### src/sv/owbm_pkg.sv
// Package for the single-wire bus master: field widths, register indexes,
// phase codes and the shared structs. No dependencies.
package owbm_pkg;

    localparam int BYTE_BITS  = 8;
    localparam int FUNC_W     = 2;
    localparam int STATUS_W   = 2;
    localparam int CFG_IDX_W  = 3;
    localparam int CFG_DATA_W = 10;
    localparam int TIMER_WIDTH_DEF = 10;
    localparam int BIT_IDX_W  = $clog2(BYTE_BITS);

    // Stream packing widths
    localparam int S_TDATA_W = 16;   // tx_byte, line_in, zero fill
    localparam int S_TUSER_W = FUNC_W;
    localparam int M_TDATA_W = 16;   // drive_low .. reset_status, zero fill

    // Commands carried on s_tuser
    localparam logic [FUNC_W-1:0] FUNC_TICK  = 2'd0;
    localparam logic [FUNC_W-1:0] FUNC_RESET = 2'd1;
    localparam logic [FUNC_W-1:0] FUNC_XFER  = 2'd2;

    // Reset outcome codes
    localparam logic [STATUS_W-1:0] STAT_PRESENT  = 2'd0;
    localparam logic [STATUS_W-1:0] STAT_ABSENT   = 2'd1;
    localparam logic [STATUS_W-1:0] STAT_STUCK    = 2'd2;

    // Configuration register indexes
    localparam logic [CFG_IDX_W-1:0] REG_RESET_LOW   = 3'd0;
    localparam logic [CFG_IDX_W-1:0] REG_PRES_SAMPLE = 3'd1;
    localparam logic [CFG_IDX_W-1:0] REG_RESET_TAIL  = 3'd2;
    localparam logic [CFG_IDX_W-1:0] REG_SLOT_REL    = 3'd3;
    localparam logic [CFG_IDX_W-1:0] REG_SAMPLE_DLY  = 3'd4;
    localparam logic [CFG_IDX_W-1:0] REG_SLOT_TAIL   = 3'd5;
    localparam logic [CFG_IDX_W-1:0] REG_WAIT_LIMIT  = 3'd6;

    // Bus phases, one-hot
    typedef enum logic [7:0] {
        PH_IDLE  = 8'b0000_0001,
        PH_WAIT  = 8'b0000_0010,
        PH_RLOW  = 8'b0000_0100,
        PH_RREL  = 8'b0000_1000,
        PH_RTAIL = 8'b0001_0000,
        PH_SLOW  = 8'b0010_0000,
        PH_SMID  = 8'b0100_0000,
        PH_STAIL = 8'b1000_0000
    } phase_t;

    typedef struct packed {
        logic [9:0] reset_low_us;
        logic [7:0] presence_sample_us;
        logic [9:0] reset_tail_us;
        logic [3:0] slot_release_us;
        logic [5:0] sample_delay_us;
        logic [6:0] slot_tail_us;
        logic [7:0] wait_high_limit;
    } cfg_t;

    typedef struct packed {
        logic [STATUS_W-1:0]  reset_status;
        logic [BYTE_BITS-1:0] rx_byte;
        logic                 done_res;
        logic                 busy_res;
        logic                 drive_low;
    } result_t;

endpackage

### src/sv/owbm_cfg.sv
// Configuration register file for the single-wire bus master.
// Depends on owbm_pkg for register indexes and the cfg_t struct.
module owbm_cfg import owbm_pkg::*; (
    input  logic                  aclk,
    input  logic                  aresetn,
    input  logic                  cfg_we,
    input  logic [CFG_IDX_W-1:0]  cfg_index,
    input  logic [CFG_DATA_W-1:0] cfg_wdata,
    output cfg_t                  cfg
);

    cfg_t cfg_reg;

    // Load one register per write, truncated to its width; unknown indexes drop
    always_ff @(posedge aclk) begin
        if (!aresetn) begin
            cfg_reg.reset_low_us       <= 10'd480;
            cfg_reg.presence_sample_us <= 8'd66;
            cfg_reg.reset_tail_us      <= 10'd414;
            cfg_reg.slot_release_us    <= 4'd1;
            cfg_reg.sample_delay_us    <= 6'd14;
            cfg_reg.slot_tail_us       <= 7'd45;
            cfg_reg.wait_high_limit    <= 8'd128;
        end else if (cfg_we) begin
            case (cfg_index)
                REG_RESET_LOW:   cfg_reg.reset_low_us       <= cfg_wdata[9:0];
                REG_PRES_SAMPLE: cfg_reg.presence_sample_us <= cfg_wdata[7:0];
                REG_RESET_TAIL:  cfg_reg.reset_tail_us      <= cfg_wdata[9:0];
                REG_SLOT_REL:    cfg_reg.slot_release_us    <= cfg_wdata[3:0];
                REG_SAMPLE_DLY:  cfg_reg.sample_delay_us    <= cfg_wdata[5:0];
                REG_SLOT_TAIL:   cfg_reg.slot_tail_us       <= cfg_wdata[6:0];
                REG_WAIT_LIMIT:  cfg_reg.wait_high_limit    <= cfg_wdata[7:0];
                default: ;
            endcase
        end
    end

    assign cfg = cfg_reg;

endmodule

### src/sv/owbm_core.sv
// Bus sequencer: phase, tick timer, slot counter and shift register, one
// update per accepted tick beat. Depends on owbm_pkg.
module owbm_core import owbm_pkg::*; #(
    parameter int TIMER_WIDTH = TIMER_WIDTH_DEF
) (
    input  logic                 aclk,
    input  logic                 aresetn,
    input  logic                 step,
    input  logic [FUNC_W-1:0]    func,
    input  logic [BYTE_BITS-1:0] tx_byte,
    input  logic                 line_in,
    input  cfg_t                 cfg,
    output result_t              result
);

    localparam logic [16:0] TMAX = 17'((1 << TIMER_WIDTH) - 1);

    phase_t                 phase_reg,   phase_next;
    logic [TIMER_WIDTH-1:0] timer_reg,   timer_next;
    logic [BIT_IDX_W-1:0]   bit_idx_reg, bit_idx_next;
    logic [BYTE_BITS-1:0]   shift_reg,   shift_next;
    logic                   cur_bit_reg, cur_bit_next;
    logic [STATUS_W-1:0]    status_reg,  status_next;
    logic                   done;
    logic [TIMER_WIDTH-1:0] d_rlow, d_rrel, d_rtail, d_slow, d_smid, d_stail;
    logic [TIMER_WIDTH-1:0] limit;

    // Clamp a duration to at least one tick and at most the timer range
    function automatic logic [TIMER_WIDTH-1:0] sat_dur(input logic [CFG_DATA_W-1:0] d);
        logic [16:0] d_ext;
        d_ext = 17'(d);
        if (d_ext == 17'd0) begin
            sat_dur = TIMER_WIDTH'(1);
        end else if (d_ext > TMAX) begin
            sat_dur = TMAX[TIMER_WIDTH-1:0];
        end else begin
            sat_dur = d_ext[TIMER_WIDTH-1:0];
        end
    endfunction

    assign d_rlow  = sat_dur(cfg.reset_low_us);
    assign d_rrel  = sat_dur(CFG_DATA_W'(cfg.presence_sample_us));
    assign d_rtail = sat_dur(cfg.reset_tail_us);
    assign d_slow  = sat_dur(CFG_DATA_W'(cfg.slot_release_us));
    assign d_smid  = sat_dur(CFG_DATA_W'(cfg.sample_delay_us));
    assign d_stail = sat_dur(CFG_DATA_W'(cfg.slot_tail_us));
    assign limit   = TIMER_WIDTH'(cfg.wait_high_limit);

    // Next state for one tick: command start, timer countdown, line wait
    always_comb begin
        phase_next   = phase_reg;
        timer_next   = timer_reg;
        bit_idx_next = bit_idx_reg;
        shift_next   = shift_reg;
        cur_bit_next = cur_bit_reg;
        status_next  = status_reg;
        done         = 1'b0;

        if (phase_reg == PH_IDLE) begin
            if (func == FUNC_RESET) begin
                phase_next = PH_WAIT;
                timer_next = '0;
            end else if (func == FUNC_XFER) begin
                shift_next   = tx_byte;
                bit_idx_next = '0;
                cur_bit_next = tx_byte[0];
                phase_next   = PH_SLOW;
                timer_next   = d_slow;
            end
        end else if (phase_reg != PH_WAIT) begin
            if (timer_reg > TIMER_WIDTH'(1)) begin
                timer_next = timer_reg - TIMER_WIDTH'(1);
            end else begin
                case (phase_reg)
                    PH_RLOW: begin
                        phase_next = PH_RREL;
                        timer_next = d_rrel;
                    end
                    PH_RREL: begin
                        status_next = line_in ? STAT_ABSENT : STAT_PRESENT;
                        phase_next  = PH_RTAIL;
                        timer_next  = d_rtail;
                    end
                    PH_RTAIL: begin
                        phase_next = PH_IDLE;
                        timer_next = '0;
                        done       = 1'b1;
                    end
                    PH_SLOW: begin
                        phase_next = PH_SMID;
                        timer_next = d_smid;
                    end
                    PH_SMID: begin
                        shift_next = {line_in, shift_reg[BYTE_BITS-1:1]};
                        phase_next = PH_STAIL;
                        timer_next = d_stail;
                    end
                    PH_STAIL: begin
                        if (bit_idx_reg == BIT_IDX_W'(BYTE_BITS - 1)) begin
                            phase_next = PH_IDLE;
                            timer_next = '0;
                            done       = 1'b1;
                        end else begin
                            bit_idx_next = bit_idx_reg + BIT_IDX_W'(1);
                            cur_bit_next = shift_reg[0];
                            phase_next   = PH_SLOW;
                            timer_next   = d_slow;
                        end
                    end
                    default: ;
                endcase
            end
        end

        // Wait for the line to float high before a reset pulse
        if (phase_next == PH_WAIT) begin
            if (line_in) begin
                phase_next = PH_RLOW;
                timer_next = d_rlow;
            end else begin
                timer_next = timer_next + TIMER_WIDTH'(1);
                if (timer_next >= limit) begin
                    status_next = STAT_STUCK;
                    phase_next  = PH_IDLE;
                    timer_next  = '0;
                    done        = 1'b1;
                end
            end
        end
    end

    // Line drive seen after this tick's update
    always_comb begin
        result.drive_low = 1'b0;
        case (phase_next)
            PH_RLOW, PH_SLOW: result.drive_low = 1'b1;
            PH_SMID:          result.drive_low = !cur_bit_next;
            PH_STAIL:         result.drive_low = !cur_bit_next && (timer_next > TIMER_WIDTH'(1));
            default:          result.drive_low = 1'b0;
        endcase
        result.busy_res     = (phase_next != PH_IDLE);
        result.done_res     = done;
        result.rx_byte      = shift_next;
        result.reset_status = status_next;
    end

    // Advance state on each accepted beat
    always_ff @(posedge aclk) begin
        if (!aresetn) begin
            phase_reg   <= PH_IDLE;
            timer_reg   <= '0;
            bit_idx_reg <= '0;
            shift_reg   <= '0;
            cur_bit_reg <= 1'b0;
            status_reg  <= STAT_PRESENT;
        end else if (step) begin
            phase_reg   <= phase_next;
            timer_reg   <= timer_next;
            bit_idx_reg <= bit_idx_next;
            shift_reg   <= shift_next;
            cur_bit_reg <= cur_bit_next;
            status_reg  <= status_next;
        end
    end

    a_phase_onehot: assert property (@(posedge aclk) disable iff (!aresetn)
        $onehot(phase_reg))
        else $error("phase register lost its one-hot code");

    a_idle_timer_clear: assert property (@(posedge aclk) disable iff (!aresetn)
        (phase_reg == PH_IDLE) |-> (timer_reg == '0))
        else $error("timer not cleared in idle");

    a_timed_nonzero: assert property (@(posedge aclk) disable iff (!aresetn)
        (phase_reg != PH_IDLE && phase_reg != PH_WAIT) |-> (timer_reg != '0))
        else $error("timed phase with empty timer");

    a_done_idle: assert property (@(posedge aclk) disable iff (!aresetn)
        (step && done) |=> (phase_reg == PH_IDLE))
        else $error("completion without return to idle");

endmodule

### src/sv/owbm_out.sv
// Result register between the sequencer and the master stream side.
// Depends on owbm_pkg for result_t.
module owbm_out import owbm_pkg::*; (
    input  logic    aclk,
    input  logic    aresetn,
    input  logic    in_valid,
    output logic    in_ready,
    input  result_t in_data,
    output logic    m_tvalid,
    input  logic    m_tready,
    output result_t m_data
);

    logic    valid_reg;
    result_t data_reg;

    // Take a new beat whenever the held one is gone or leaving
    assign in_ready = !valid_reg || m_tready;

    always_ff @(posedge aclk) begin
        if (!aresetn) begin
            valid_reg <= 1'b0;
        end else if (in_ready) begin
            valid_reg <= in_valid;
        end
    end

    // Hold the payload while stalled
    always_ff @(posedge aclk) begin
        if (in_ready && in_valid) begin
            data_reg <= in_data;
        end
    end

    assign m_tvalid = valid_reg;
    assign m_data   = data_reg;

endmodule

### src/sv/one_wire_bus_master.sv
// Single-wire bus master top level: stream ports, configuration port.
// Instantiates owbm_cfg, owbm_core and owbm_out; depends on owbm_pkg.
//
// Usage: each s_ beat is one microsecond tick. s_tuser carries the command
// (plain tick, start reset, start byte transfer); s_tdata carries the byte
// to send and the sampled line level. Every tick beat yields exactly one
// m_ beat with the line drive, busy, done, received byte and reset status
// as they stand after that tick. Commands while busy are ignored.
// Output: the result of a tick is registered and appears on m_ in the cycle after acceptance.
// Throughput: one tick per cycle; the sequencer state updates in the same
// cycle the beat is taken, and a single output register holds the result.
// s_tready is low only while a result waits and m_tready is low.
// Configuration: cfg_we writes register cfg_index with cfg_wdata at the
// clock edge; write only while no operation runs.
// Reset: aresetn (synchronous, low) returns the block to idle with default
// timings, clears the received byte and status, and empties the output.
module one_wire_bus_master import owbm_pkg::*; #(
    parameter int TIMER_WIDTH = TIMER_WIDTH_DEF
) (
    input  logic                  aclk,
    input  logic                  aresetn,
    input  logic                  s_tvalid,
    output logic                  s_tready,
    input  logic [S_TDATA_W-1:0]  s_tdata,   // [7:0] tx_byte, [8] line_in
    input  logic [S_TUSER_W-1:0]  s_tuser,   // [1:0] func
    output logic                  m_tvalid,
    input  logic                  m_tready,
    // [0] drive_low, [1] busy_res, [2] done_res, [10:3] rx_byte, [12:11] reset_status
    output logic [M_TDATA_W-1:0]  m_tdata,
    input  logic                  cfg_we,
    input  logic [CFG_IDX_W-1:0]  cfg_index,
    input  logic [CFG_DATA_W-1:0] cfg_wdata
);

    localparam int RES_W = $bits(result_t);

    cfg_t    cfg;
    result_t core_res;
    result_t out_res;
    logic    step;

    owbm_cfg u_cfg (
        .aclk      (aclk),
        .aresetn   (aresetn),
        .cfg_we    (cfg_we),
        .cfg_index (cfg_index),
        .cfg_wdata (cfg_wdata),
        .cfg       (cfg)
    );

    assign step = s_tvalid && s_tready;

    owbm_core #(
        .TIMER_WIDTH (TIMER_WIDTH)
    ) u_core (
        .aclk    (aclk),
        .aresetn (aresetn),
        .step    (step),
        .func    (s_tuser[FUNC_W-1:0]),
        .tx_byte (s_tdata[BYTE_BITS-1:0]),
        .line_in (s_tdata[BYTE_BITS]),
        .cfg     (cfg),
        .result  (core_res)
    );

    owbm_out u_out (
        .aclk     (aclk),
        .aresetn  (aresetn),
        .in_valid (s_tvalid),
        .in_ready (s_tready),
        .in_data  (core_res),
        .m_tvalid (m_tvalid),
        .m_tready (m_tready),
        .m_data   (out_res)
    );

    assign m_tdata = {{(M_TDATA_W - RES_W){1'b0}}, out_res};

    a_beat_yields_result: assert property (@(posedge aclk) disable iff (!aresetn)
        step |=> m_tvalid)
        else $error("accepted tick produced no result beat");

    a_done_not_busy: assert property (@(posedge aclk) disable iff (!aresetn)
        (m_tvalid && m_tdata[2]) |-> !m_tdata[1])
        else $error("result shows done while still busy");

    a_idle_no_drive: assert property (@(posedge aclk) disable iff (!aresetn)
        (m_tvalid && !m_tdata[1]) |-> !m_tdata[0])
        else $error("line driven low while idle");

endmodule

### config.mk
export PLATFORM = sky130hd
export DESIGN_NAME = one_wire_bus_master
export DESIGN_NICKNAME = d
export VERILOG_FILES = /design/src/sv/owbm_pkg.sv /design/src/sv/owbm_cfg.sv /design/src/sv/owbm_core.sv /design/src/sv/owbm_out.sv /design/src/sv/one_wire_bus_master.sv
export SDC_FILE = /design/constraint.sdc
export NUM_CORES = 1
export LEC_CHECK = 0
export ABC_CLOCK_PERIOD_IN_PS = 5900
export BUFFER_PORTS_ARGS = -buffer_cell sky130_fd_sc_hd__buf_2
export CAP_MARGIN = 0
export CORE_MARGIN = 10
export CORE_UTILIZATION = 62
export CTS_BUF_LIST = sky130_fd_sc_hd__clkbuf_4
export CTS_CLUSTER_DIAMETER = 200
export DETAILED_ROUTE_END_ITERATION = 16
export GPL_TIMING_DRIVEN = 1
export PLACE_DENSITY = 0.93
export SLEW_MARGIN = 0
export SYNTH_ARGS = -nofsm -noshare
export SYNTH_HDL_FRONTEND = slang
export SYNTH_HIERARCHICAL = 1
export SYNTH_SLANG_ARGS = --single-unit
### constraint.sdc
create_clock -name aclk -period 5.9 [get_ports aclk]
set_input_delay 1.77 -clock aclk [delete_from_list [all_inputs] [get_ports aclk]]
set_output_delay 1.77 -clock aclk [all_outputs]
set_load 0.1 [all_outputs]
==> reports/metrics.csv, run 1 <==
stage,metric,value,unit
worst_setup_path,"Max FO, Critical Path",7,
worst_setup_path,CP arrival,5.75,ns
worst_hold_path,HP Class,reg -> reg,
drt,Top Metal Used,met4,
sta,fmax,184,MHz
sta,final setup fails,0,
power,power consumption,1.92,mW
run,Max-Cap Viols,0,
place,dpl hpwl,13400,um
place,buffers added on ports,43,
clock_network,Root Buffer,clkbuf_4,
global_route,vias in the first global route,5602,
worst_setup_path,"Req. time, crit path",6.22,ns
cells_and_area,Final #Nets,826,
worst_hold_path,hold-critical path endpoint,u_core/bit_idx_reg[1],
power,PwrDens,283,nW/um^2
cells_and_area,final instance area,6770,sq um
synthesis,"EDFF count, synth",13,
global_route,grt total ovfl,0,
worst_setup_path,R2R Setup Slk,0.48,ns
clock_network,Max H-tree Level,3,
clock_network,clock transition at the registers of the reported paths,0.15,ns
power,LEAKAGE,2.85,nW
clock_network,CTS tree,yes,
sta,clk_skew,0.0214,ns
sta,Tightest Pin Transition,0.753,ns
die,Rows,36,
cells_and_area,layout cells sized above 1,14.2,%
worst_setup_path,"Slowest-stage cell, CP",or4b_1,
clock_network,Post-CTS Setup Bufs,0,
worst_setup_path,Worst setup EP type,register,
synthesis,share of the synthesized area in the top cell type,27.4,%
drt,antenna-violating nets left,0,
synthesis,post-synthesis register bit count,99,
synthesis,cell accounting for the most synthesized area,dfxtp_1,
cells_and_area,Final Non-Filler Cells,915,
synthesis,post-synthesis sequential area ratio,33.6,%
drt,mean number of vias per cell,6.57,
clock_network,Post-CTS Hold Buffers,0,
synthesis,most common cell in the synthesized netlist,nand2_1,
worst_setup_path,critical path class,in -> reg,
sta,minimum clock period,5.43,ns
worst_setup_path,"Largest stage delay, worst path",0.57,ns
synthesis,Post-synth ARST share,0,%
drt,met2 WL post-DR,8180,um
global_route,initial antenna violation count,0,
worst_setup_path,reg2reg path depth,17,
cells_and_area,max reg flops,53,
clock_network,CTS resizes,0,
die,die width,121,um
worst_hold_path,worst hold path startpoint,u_core/bit_idx_reg[1],
synthesis,commonest cells in the netlist,"nand2_1, dfxtp_1, mux2i_1",
sta,Tcrit/Tclk final,92.0,%
synthesis,Syn Inst Count,745,
global_route,global-route wire length before repair,28600,um
die,chip height,121,um
cells_and_area,n_diodes,0,
cells_and_area,synthesis-to-layout area growth,7.74,%
worst_setup_path,worst reg2reg startpoint,u_core/phase_reg[7],
synthesis,library cells used by synthesis,83,
die,Core Box Area,9820,sq um
sta,setup TNS,0,ns
drt,routed wl met3,1810,um
clock_network,Worst-Skew Late Latency,0.52,ns
drt,WL/cell,19.6,um
power,VDD IR-drop max,0.214,mV
place,Placer Congestion,1.06,
synthesis,Yosys warnings,6,
drt,routed via count,6014,
drt,drt total wl,18000,um
die,total die area,14600,sq um
die,Initial Util,64.0,%
worst_setup_path,cells along the critical path,buf_2 -> nor2b_1 -> o21ai_0 -> o21ai_0 -> a21oi_1 -> nor2_1 -> ha_1 -> nor3b_1 -> nor3b_1 -> xnor2_1 -> ha_1 -> a21oi_1 -> o21ai_0 -> a21oi_2 -> o21a_1 -> or4b_1 -> a41oi_1,
synthesis,Synth area leaders,"dfxtp_1, mux2i_1, edfxtp_1, nand2_1, nor2b_1",
place,Placed Cells,899,
sta,RSZ-0062 raised after global routing,false,
die,Ports,54,
clock_network,CTS Sinks,99,
synthesis,top_reg_cell synth,dfxtp_1,
worst_setup_path,most frequent CP cell,o21ai_0,
drt,1st-pass router iterations,6,
worst_hold_path,hold path depth,2,
outcome,outcome,completed,
place,dpl cell area,6620,sq um
drt,Starting DRT DRC Count,733,
drt,met1 WL,7380,um
sta,relative slew slack,49.7,%
sta,final hold vios,0,
clock_network,Clock Path Buffers,2,
worst_setup_path,reg2reg end,u_out/m_data[0],
synthesis,"Avg Cell Area, Syn",8.44,sq um
drt,drt drc,0,
global_route,GRT Total Usage,24.2,%
global_route,largest net degree at the start of global routing,80,
worst_setup_path,startpoint types,input port,
clock_network,number of buffers created by CTS,9,
sta,Max Slew Vio Count,0,
synthesis,mapped cell area,6290,sq um
## worst max-delay path, delay by kind of cell
kind            cells  cell delay (ns)
buf+inv             1             0.15
fa+ha+maj           2             0.50
compound gates      8             1.38
xor+xnor            1             0.15
simple gates        5             1.81
## worst max path at each step
| stage | slack (ns) | cells after the start | endpoint | from |
|---|---|---|---|---|
| after detailed placement | 0.09 | 17 | u_out/m_data[0] | s_tuser[1] |
| final | 0.47 | 17 | u_out/m_data[0] | s_tuser[1] |
| after floorplan | 0.52 | 16 | u_out/m_data[0] | s_tuser[1] |
| after global placement | 0.16 | 17 | u_out/m_data[0] | s_tuser[1] |
| after global routing | 0.24 | 17 | u_out/m_data[0] | u_core/phase_reg[7] |
| after CTS | 0.59 | 17 | u_out/m_data[0] | s_tuser[1] |
## per-stage QoR
stage | hold WS (ns) | setup slack [ns] | utilization (%)
after floorplan | 0.434 | 0.522 | -
after global placement | 0.444 | 0.163 | 67.4
after detailed placement | 0.459 | 0.0947 | 67.4
after CTS | 0.479 | 0.587 | 69.0
after global routing | 0.506 | 0.239 | 69.0
final | 0.480 | 0.473 | 69.0
## layer usage
layer	track usage, %	up-vias
met5	0	-
met4	10.3	0
met3	6.38	54
met2	38.7	352
met1	30.2	2817
li1	-	2791
## area by class of cell
class,instances,area (sq um)
sequential,99,2110
inverter,21,78.8
fill,789,3050
clock inverter,7,83.8
tap,133,166
multi-input combinational,578,3860
clock buffer,9,67.6
timing repair buffer,68,403
## power breakdown
| part | internal [mW] | switching (mW) | total (mW) | leakage [nW] |
|---|---|---|---|---|
| clock | 0.135 | 0.252 | 0.387 | 0.0786 |
| combinational | 0.279 | 0.491 | 0.770 | 1.94 |
| sequential | 0.717 | 0.0450 | 0.762 | 0.829 |
## cell families after synthesis
family	after synthesis	synth area share [%]
XOR/XNOR	12	1.67
buffers and inverters	70	5.19
AND/OR/NAND/NOR	309	26.5
AO/OA/AOI/OAI	180	20.6
multiplexers	61	9.71
flip-flops	99	33.6
other	1	0.0597
adder cells (fa/ha/maj)	13	2.59
## placed cells by master (no fill, tap or decap), types with 6 or more instances in the layout
master    count
a211oi_1      8
a21o_1       12
a21oi_1      29
a22o_1        8
a22oi_1      19
a31oi_1      12
a32oi_1       8
and2_1       11
buf_2        43
buf_4        25
clkbuf_4      9
dfxtp_1      86
edfxtp_1     13
ha_1         13
inv_1        20
mux2i_1      61
nand2_1     101
nand2b_1      8
nand3_1      23
nand3b_1      7
nor2_1       56
nor2b_1      36
nor3_1       10
o211ai_1      9
o21ai_0      24
xnor2_1       6
xor2_1        6
No activity file was read; power rests on OpenSTA's default activity.
==> run 2: changes to the inputs <==
- RECOVER_POWER: not set -> 25
==> reports/metrics.csv, run 2 (synthesis results as in run 1) <==
stage,metric,value,unit,change
power,Comb power frac,40.1,%,about the same
power,Flop pwr share,39.7,%,about the same
worst_setup_path,"Max FO, Critical Path",7,,unchanged
clock_network,Clock Path Buffers,2,,unchanged
worst_setup_path,"Largest stage delay, worst path",0.57,ns,about the same
worst_hold_path,HP Class,reg -> reg,,
power,Clock Power Share,20.2,%,about the same
drt,Starting DRT DRC Count,795,,+8.5%
global_route,vias in the first global route,5602,,unchanged
sta,Tcrit/Tclk final,91.9,%,-0.10 points
drt,antenna-violating nets left,0,,unchanged
worst_setup_path,startpoint types,input port,,
run,Max-Cap Viols,1,,+1
place,buffers added on ports,43,,unchanged
worst_setup_path,Buf/Inv on CP,1,,unchanged
sta,Tightest Pin Transition,2.92,ns,+2.16 ns
cells_and_area,layout cells sized above 1,13.7,%,-0.51 points
drt,routed via count,5935,,-1.3%
worst_setup_path,CP arrival,5.74,ns,about the same
die,Core Box Area,9820,sq um,unchanged
worst_setup_path,Critical Path Source,s_tuser[1],,
clock_network,CTS resizes,0,,unchanged
sta,relative slew slack,-94.5,%,-140 points
sta,fmax,184,MHz,+0.11%
cells_and_area,"most common cell after layout, fill and taps aside",nand2_1,,
outcome,failing checks,"max-capacitance violations, max-slew violations",,
clock_network,Worst-Skew Late Latency,0.51,ns,about the same
clock_network,CTS Sinks,99,,unchanged
worst_setup_path,"Slowest-stage cell, CP",or4b_1,,
die,total die area,14600,sq um,unchanged
global_route,global-route wire length before repair,28600,um,unchanged
power,power consumption,1.92,mW,-0.12%
global_route,GRT Total Usage,24.2,%,unchanged
global_route,initial antenna violation count,0,,unchanged
sta,minimum clock period,5.42,ns,-0.00606 ns
sta,final hold vios,0,,unchanged
clock_network,CTS tree,yes,,
clock_network,Max H-tree Level,3,,unchanged
place,dpl hpwl,13400,um,unchanged
sta,RSZ-0062 raised after global routing,false,,
worst_setup_path,R2R Setup Slk,0.50,ns,+0.02 ns
power,LEAKAGE,2.83,nW,-0.52%
sta,clk_skew,0.0194,ns,-0.00202 ns
cells_and_area,Final #Nets,826,,unchanged
worst_setup_path,most frequent CP cell,o21ai_0,,
sta,Max Slew Vio Count,80,,+80
clock_network,clock transition at the registers of the reported paths,0.15,ns,about the same
worst_setup_path,critical path class,in -> reg,,
cells_and_area,synthesis-to-layout area growth,7.50,%,
worst_setup_path,"Req. time, crit path",6.22,ns,about the same
power,VDD IR-drop max,0.214,mV,about the same
clock_network,Post-CTS Setup Bufs,0,,unchanged
drt,1st-pass router iterations,7,,+1
die,Ports,54,,unchanged
worst_setup_path,cells along the critical path,buf_2 -> nor2b_1 -> o21ai_0 -> o21ai_0 -> a21oi_1 -> nor2_1 -> ha_1 -> nor3b_1 -> nor3b_1 -> xnor2_1 -> ha_1 -> a21oi_1 -> o21ai_0 -> a21oi_2 -> o21a_1 -> or4b_1 -> a41oi_1,,
worst_hold_path,worst hold path startpoint,u_core/bit_idx_reg[1],,
global_route,largest net degree at the start of global routing,80,,unchanged
sta,Fin Hold WS,0.480,ns,+0.000254 ns
drt,WL/cell,19.6,um,-0.14%
clock_network,Post-CTS Hold Buffers,0,,unchanged
cells_and_area,max reg flops,53,,unchanged
die,Rows,36,,unchanged
clock_network,Root Buffer,clkbuf_4,,
drt,drt total wl,17900,um,-0.14%
power,P_sw,0.786,mW,-0.27%
drt,mean number of vias per cell,6.49,,-1.3%
die,chip height,121,um,unchanged
cells_and_area,most frequent cells in the layout,"nand2_1, dfxtp_1, mux2i_1",,
die,Initial Util,64.0,%,unchanged
power,Net Sw Frac,41.0,%,-0.059 points
power,Int Pwr,1.13,mW,about the same
worst_setup_path,Worst setup EP type,register,,
worst_setup_path,"Largest delay share family, worst path",simple AND/OR/NAND/NOR gates,,
outcome,outcome,finished with violations,,
die,die width,121,um,unchanged
clock_network,number of buffers created by CTS,9,,unchanged
sta,setup TNS,0,ns,unchanged
power,PwrDens,284,nW/um^2,about the same
worst_setup_path,worst reg2reg startpoint,u_core/phase_reg[5],,
drt,drt drc,0,,unchanged
cells_and_area,n_diodes,0,,unchanged
global_route,grt total ovfl,0,,unchanged
place,Placer Congestion,1.06,,unchanged
sta,final setup fails,0,,unchanged
run 2: power by group through the flow:
stage          Sequential [mW]  Clock, mW  Combinational, mW
2_1_floorplan            0.815          0              0.500
3_3_place_gp             0.773          0              0.729
3_5_place_dp             0.774          0              0.742
4_1_cts                  0.760      0.392              0.749
5_1_grt                  0.766      0.417              0.830
6_report                 0.762      0.386              0.769
run 2: per-layer routing:
metal	share of wire (%)	track usage, %	up-vias
met5	0	0	-
li1	-	-	2787
met1	41	30.2	2766
met4	2.9	10.3	0
met2	46	38.7	341
met3	10	6.38	41
run 2: final timing paths:
| check | endpoint | cells past startpoint |
|---|---|---|
| min reg2reg | u_core/bit_idx_reg[1] | 2 |
| max | u_out/m_data[0] | 17 |
| min | u_core/bit_idx_reg[1] | 2 |
| max reg2reg | u_out/m_data[0] | 17 |
run 2: tightest hold or removal path, stage by stage (launching register included):
cell and delay, ns:
dfxtp_1 0.35, nand2_1 0.05, a21oi_1 0.05
run 2: per-stage QoR:
| stage | setup slack (ns) | cells | utilization, % | cell area [sq um] |
|---|---|---|---|---|
| 2_1_floorplan | 0.522 | 747 | - | 6290 |
| 3_3_place_gp | 0.163 | 899 | 67.4 | 6620 |
| 3_5_place_dp | 0.0947 | 899 | 67.4 | 6620 |
| 4_1_cts | 0.587 | 915 | 69.0 | 6770 |
| 5_1_grt | 0.239 | 915 | 68.8 | 6760 |
| 6_report | 0.480 | 915 | 68.8 | 6760 |
run 2: cell type report:
cell class,count,area [sq um]
fill,794,3060
clock inverter,7,83.8
tap,133,166
inverter,21,78.8
sequential,99,2110
clock buffer,9,67.6
timing repair buffer,68,398
multi-input combinational,578,3850
==> run 3: changes to the inputs <==
--- a/config.mk
+++ b/config.mk
@@ -10,4 +10,6 @@
 export CAP_MARGIN = 0
+export CELL_PAD_IN_SITES_DETAIL_PLACEMENT = 1
+export CELL_PAD_IN_SITES_GLOBAL_PLACEMENT = 2
 export CORE_MARGIN = 10
-export CORE_UTILIZATION = 62
+export CORE_UTILIZATION = 38
 export CTS_BUF_LIST = sky130_fd_sc_hd__clkbuf_4
@@ -16,3 +18,3 @@
 export GPL_TIMING_DRIVEN = 1
-export PLACE_DENSITY = 0.93
+export PLACE_DENSITY = 0.94
 export RECOVER_POWER = 25
--- a/constraint.sdc
+++ b/constraint.sdc
@@ -3,2 +3,2 @@
 set_output_delay 1.77 -clock aclk [all_outputs]
-set_load 0.1 [all_outputs]
+set_load 0.005 [all_outputs]
==> reports/metrics.csv, run 3 (synthesis results as in run 1) <==
stage,metric,value,unit,change
clock_network,CTS Sinks,99,,unchanged
global_route,GRT Total Usage,19.1,%,-5.1 points
drt,antenna-violating nets left,0,,unchanged
worst_setup_path,startpoint types,input port,,
sta,fmax,181,MHz,-1.8%
place,Placer Congestion,0.982,,-7.2%
cells_and_area,most frequent cells in the layout,"nand2_1, dfxtp_1, mux2i_1",,
outcome,outcome,finished with violations,,
global_route,met1 Track Usage GR,24.5,%,-5.7 points
worst_hold_path,worst hold path startpoint,u_core/bit_idx_reg[1],,
clock_network,CTS tree,yes,,
worst_hold_path,hold-critical path endpoint,u_core/bit_idx_reg[1],,
cells_and_area,Final Non-Filler Cells,1008,,+10%
drt,WL/cell,20.9,um,+6.6%
sta,final setup fails,0,,unchanged
worst_setup_path,reg2reg path depth,17,,unchanged
global_route,met3 usage,4.64,%,-1.7 points
power,VDD IR-drop max,0.0942,mV,-56%
cells_and_area,Seq. cell area,2110,sq um,about the same
sta,RSZ-0062 raised after global routing,false,,
drt,routed via count,5884,,-0.86%
power,power consumption,1.85,mW,-3.5%
worst_setup_path,Worst setup EP type,register,,
sta,Fin Hold WS,0.481,ns,+0.00121 ns
sta,final hold vios,0,,unchanged
clock_network,Root Buffer,clkbuf_4,,
drt,drt total wl,21100,um,+17%
place,dpl cell area,6760,sq um,+2.1%
place,dpl hpwl,16300,um,+22%
worst_setup_path,worst reg2reg startpoint,u_core/timer_reg[3],,
clock_network,Clock Path Buffers,2,,unchanged
global_route,vias in the first global route,6094,,+8.8%
outcome,failing checks,"max-capacitance violations, max-slew violations",,
clock_network,number of buffers created by CTS,9,,unchanged
sta,Max Slew Vio Count,80,,unchanged
clock_network,Max H-tree Level,3,,unchanged
power,PwrDens,268,nW/um^2,-5.6%
sta,setup TNS,0,ns,unchanged
die,Core Box Area,16100,sq um,+64%
drt,1st-pass router iterations,5,,-2
drt,Starting DRT DRC Count,373,,-53%
clock_network,Post-CTS Hold Buffers,0,,unchanged
die,Ports,54,,unchanged
global_route,met2 Use GR,30.5,%,-8.2 points
global_route,largest net degree at the start of global routing,80,,unchanged
cells_and_area,max reg flops,53,,unchanged
die,total die area,22100,sq um,+52%
sta,Tightest Pin Transition,3.09,ns,+0.174 ns
cells_and_area,synthesis-to-layout area growth,9.93,%,
cells_and_area,Final #Nets,834,,+0.97%
power,LEAKAGE,2.86,nW,+1.1%
worst_setup_path,CP arrival,5.86,ns,+0.12 ns
worst_setup_path,"Req. time, crit path",6.24,ns,+0.02 ns
cells_and_area,final instance area,6910,sq um,+2.3%
place,Placed Cells,987,,+9.8%
worst_setup_path,critical path class,in -> reg,,
clock_network,clock transition at the registers of the reported paths,0.18,ns,+0.03 ns
die,Rows,46,,+28%
worst_setup_path,reg2reg end,u_out/m_data[0],,
global_route,grt total ovfl,0,,unchanged
cells_and_area,multi-input logic area,3860,sq um,+0.20%
global_route,global-route wire length before repair,33800,um,+18%
drt,drt drc,0,,unchanged
global_route,initial antenna violation count,2,,+2
sta,clk_skew,0.0247,ns,+0.00538 ns
clock_network,Worst-Skew Late Latency,0.52,ns,about the same
place,buffers added on ports,43,,unchanged
drt,mean number of vias per cell,5.84,,-10%
worst_setup_path,R2R Setup Slk,0.42,ns,-0.08 ns
worst_hold_path,hold path depth,2,,unchanged
worst_setup_path,"Max FO, Critical Path",7,,unchanged
cells_and_area,FILL cells,1934,,+140%
run,Max-Cap Viols,1,,unchanged
sta,Tcrit/Tclk final,93.5,%,+1.7 points
cells_and_area,layout cells sized above 1,14.8,%,+1.1 points
sta,minimum clock period,5.52,ns,+0.0975 ns
die,Initial Util,39.1,%,-25 points
global_route,most used routing layer,met2,,
worst_hold_path,HP Class,reg -> reg,,
sta,relative slew slack,-106,%,-12 points
die,chip height,149,um,+23%
cells_and_area,"most common cell after layout, fill and taps aside",nand2_1,,
die,die width,149,um,+23%
==> run 3: changes by cell type in the layout (fill, tap and decap cells not counted), moves of 2 or more <==
cell | previous run | this run
inv_6 | 1 | 3
diode_2 | 0 | 2
clkinv_4 | 3 | 1
buf_4 | 24 | 32
==> run 3: final cells by class <==
cell class              instances  area share (%)
diodes                          2          0.0724
clock buffers                   9           0.978
clock inverters                 7           0.851
inverters                      21            1.14
multi-input cells             578            55.8
flip-flops and latches         99            30.6
well taps                     216            3.91
repair buffers                 76            6.63
==> run 3: timing repair <==
item                                    CTS  global route
endpoints found under the setup margin    0             1
buffers inserted                          0             3
resized for setup                         0             3
==> run 3: report_power, final <==
group | leakage, nW | internal, mW | total [mW] | switching [mW]
clock | 0.0692 | 0.0939 | 0.358 | 0.264
sequential | 0.830 | 0.717 | 0.756 | 0.0385
combinational | 1.96 | 0.292 | 0.737 | 0.445
==> run 3: worst max-delay path by stage <==
stage                                      from         endpoint  cells after the start
after floorplan                      s_tuser[1]  u_out/m_data[0]                     16
after global placement               s_tuser[0]  u_out/m_data[0]                     17
after detailed placement             s_tuser[1]  u_out/m_data[0]                     17
after CTS                   u_core/phase_reg[3]  u_out/m_data[0]                     17
after global routing      u_core/bit_idx_reg[0]  u_out/m_data[0]                     18
final                                s_tuser[1]  u_out/m_data[0]                     17
==> run 3: metrics by stage <==
step           worst slack [ns]  utilization (%)
6_report                  0.382             43.0
5_1_grt                  0.0182             43.0
4_1_cts                   0.221             42.9
3_5_place_dp            -0.0790             42.1
3_3_place_gp             0.0495             42.1
2_1_floorplan             0.522                -
==> run 3: per-layer routing <==
layer / wire [um] / vias up
met5: 0 / -
met4: 512 / 0
met3: 1190 / 31
met2: 9850 / 162
met1: 9510 / 2900
li1: - / 2791
==> run 3: worst max-delay path: stages <==
cell and delay [ns]:
buf_2 0.15, nor2b_1 0.31, a22o_1 0.20, a22oi_1 0.07, o32a_1 0.22, a31o_2 0.22
or4_1 0.51, xor2_1 0.20, ha_1 0.30, o21ai_0 0.07, o21bai_1 0.16, a21oi_1 0.11
o21ai_0 0.37, a21oi_2 0.12, o21a_1 0.21, or4b_1 0.58, a41oi_1 0.27
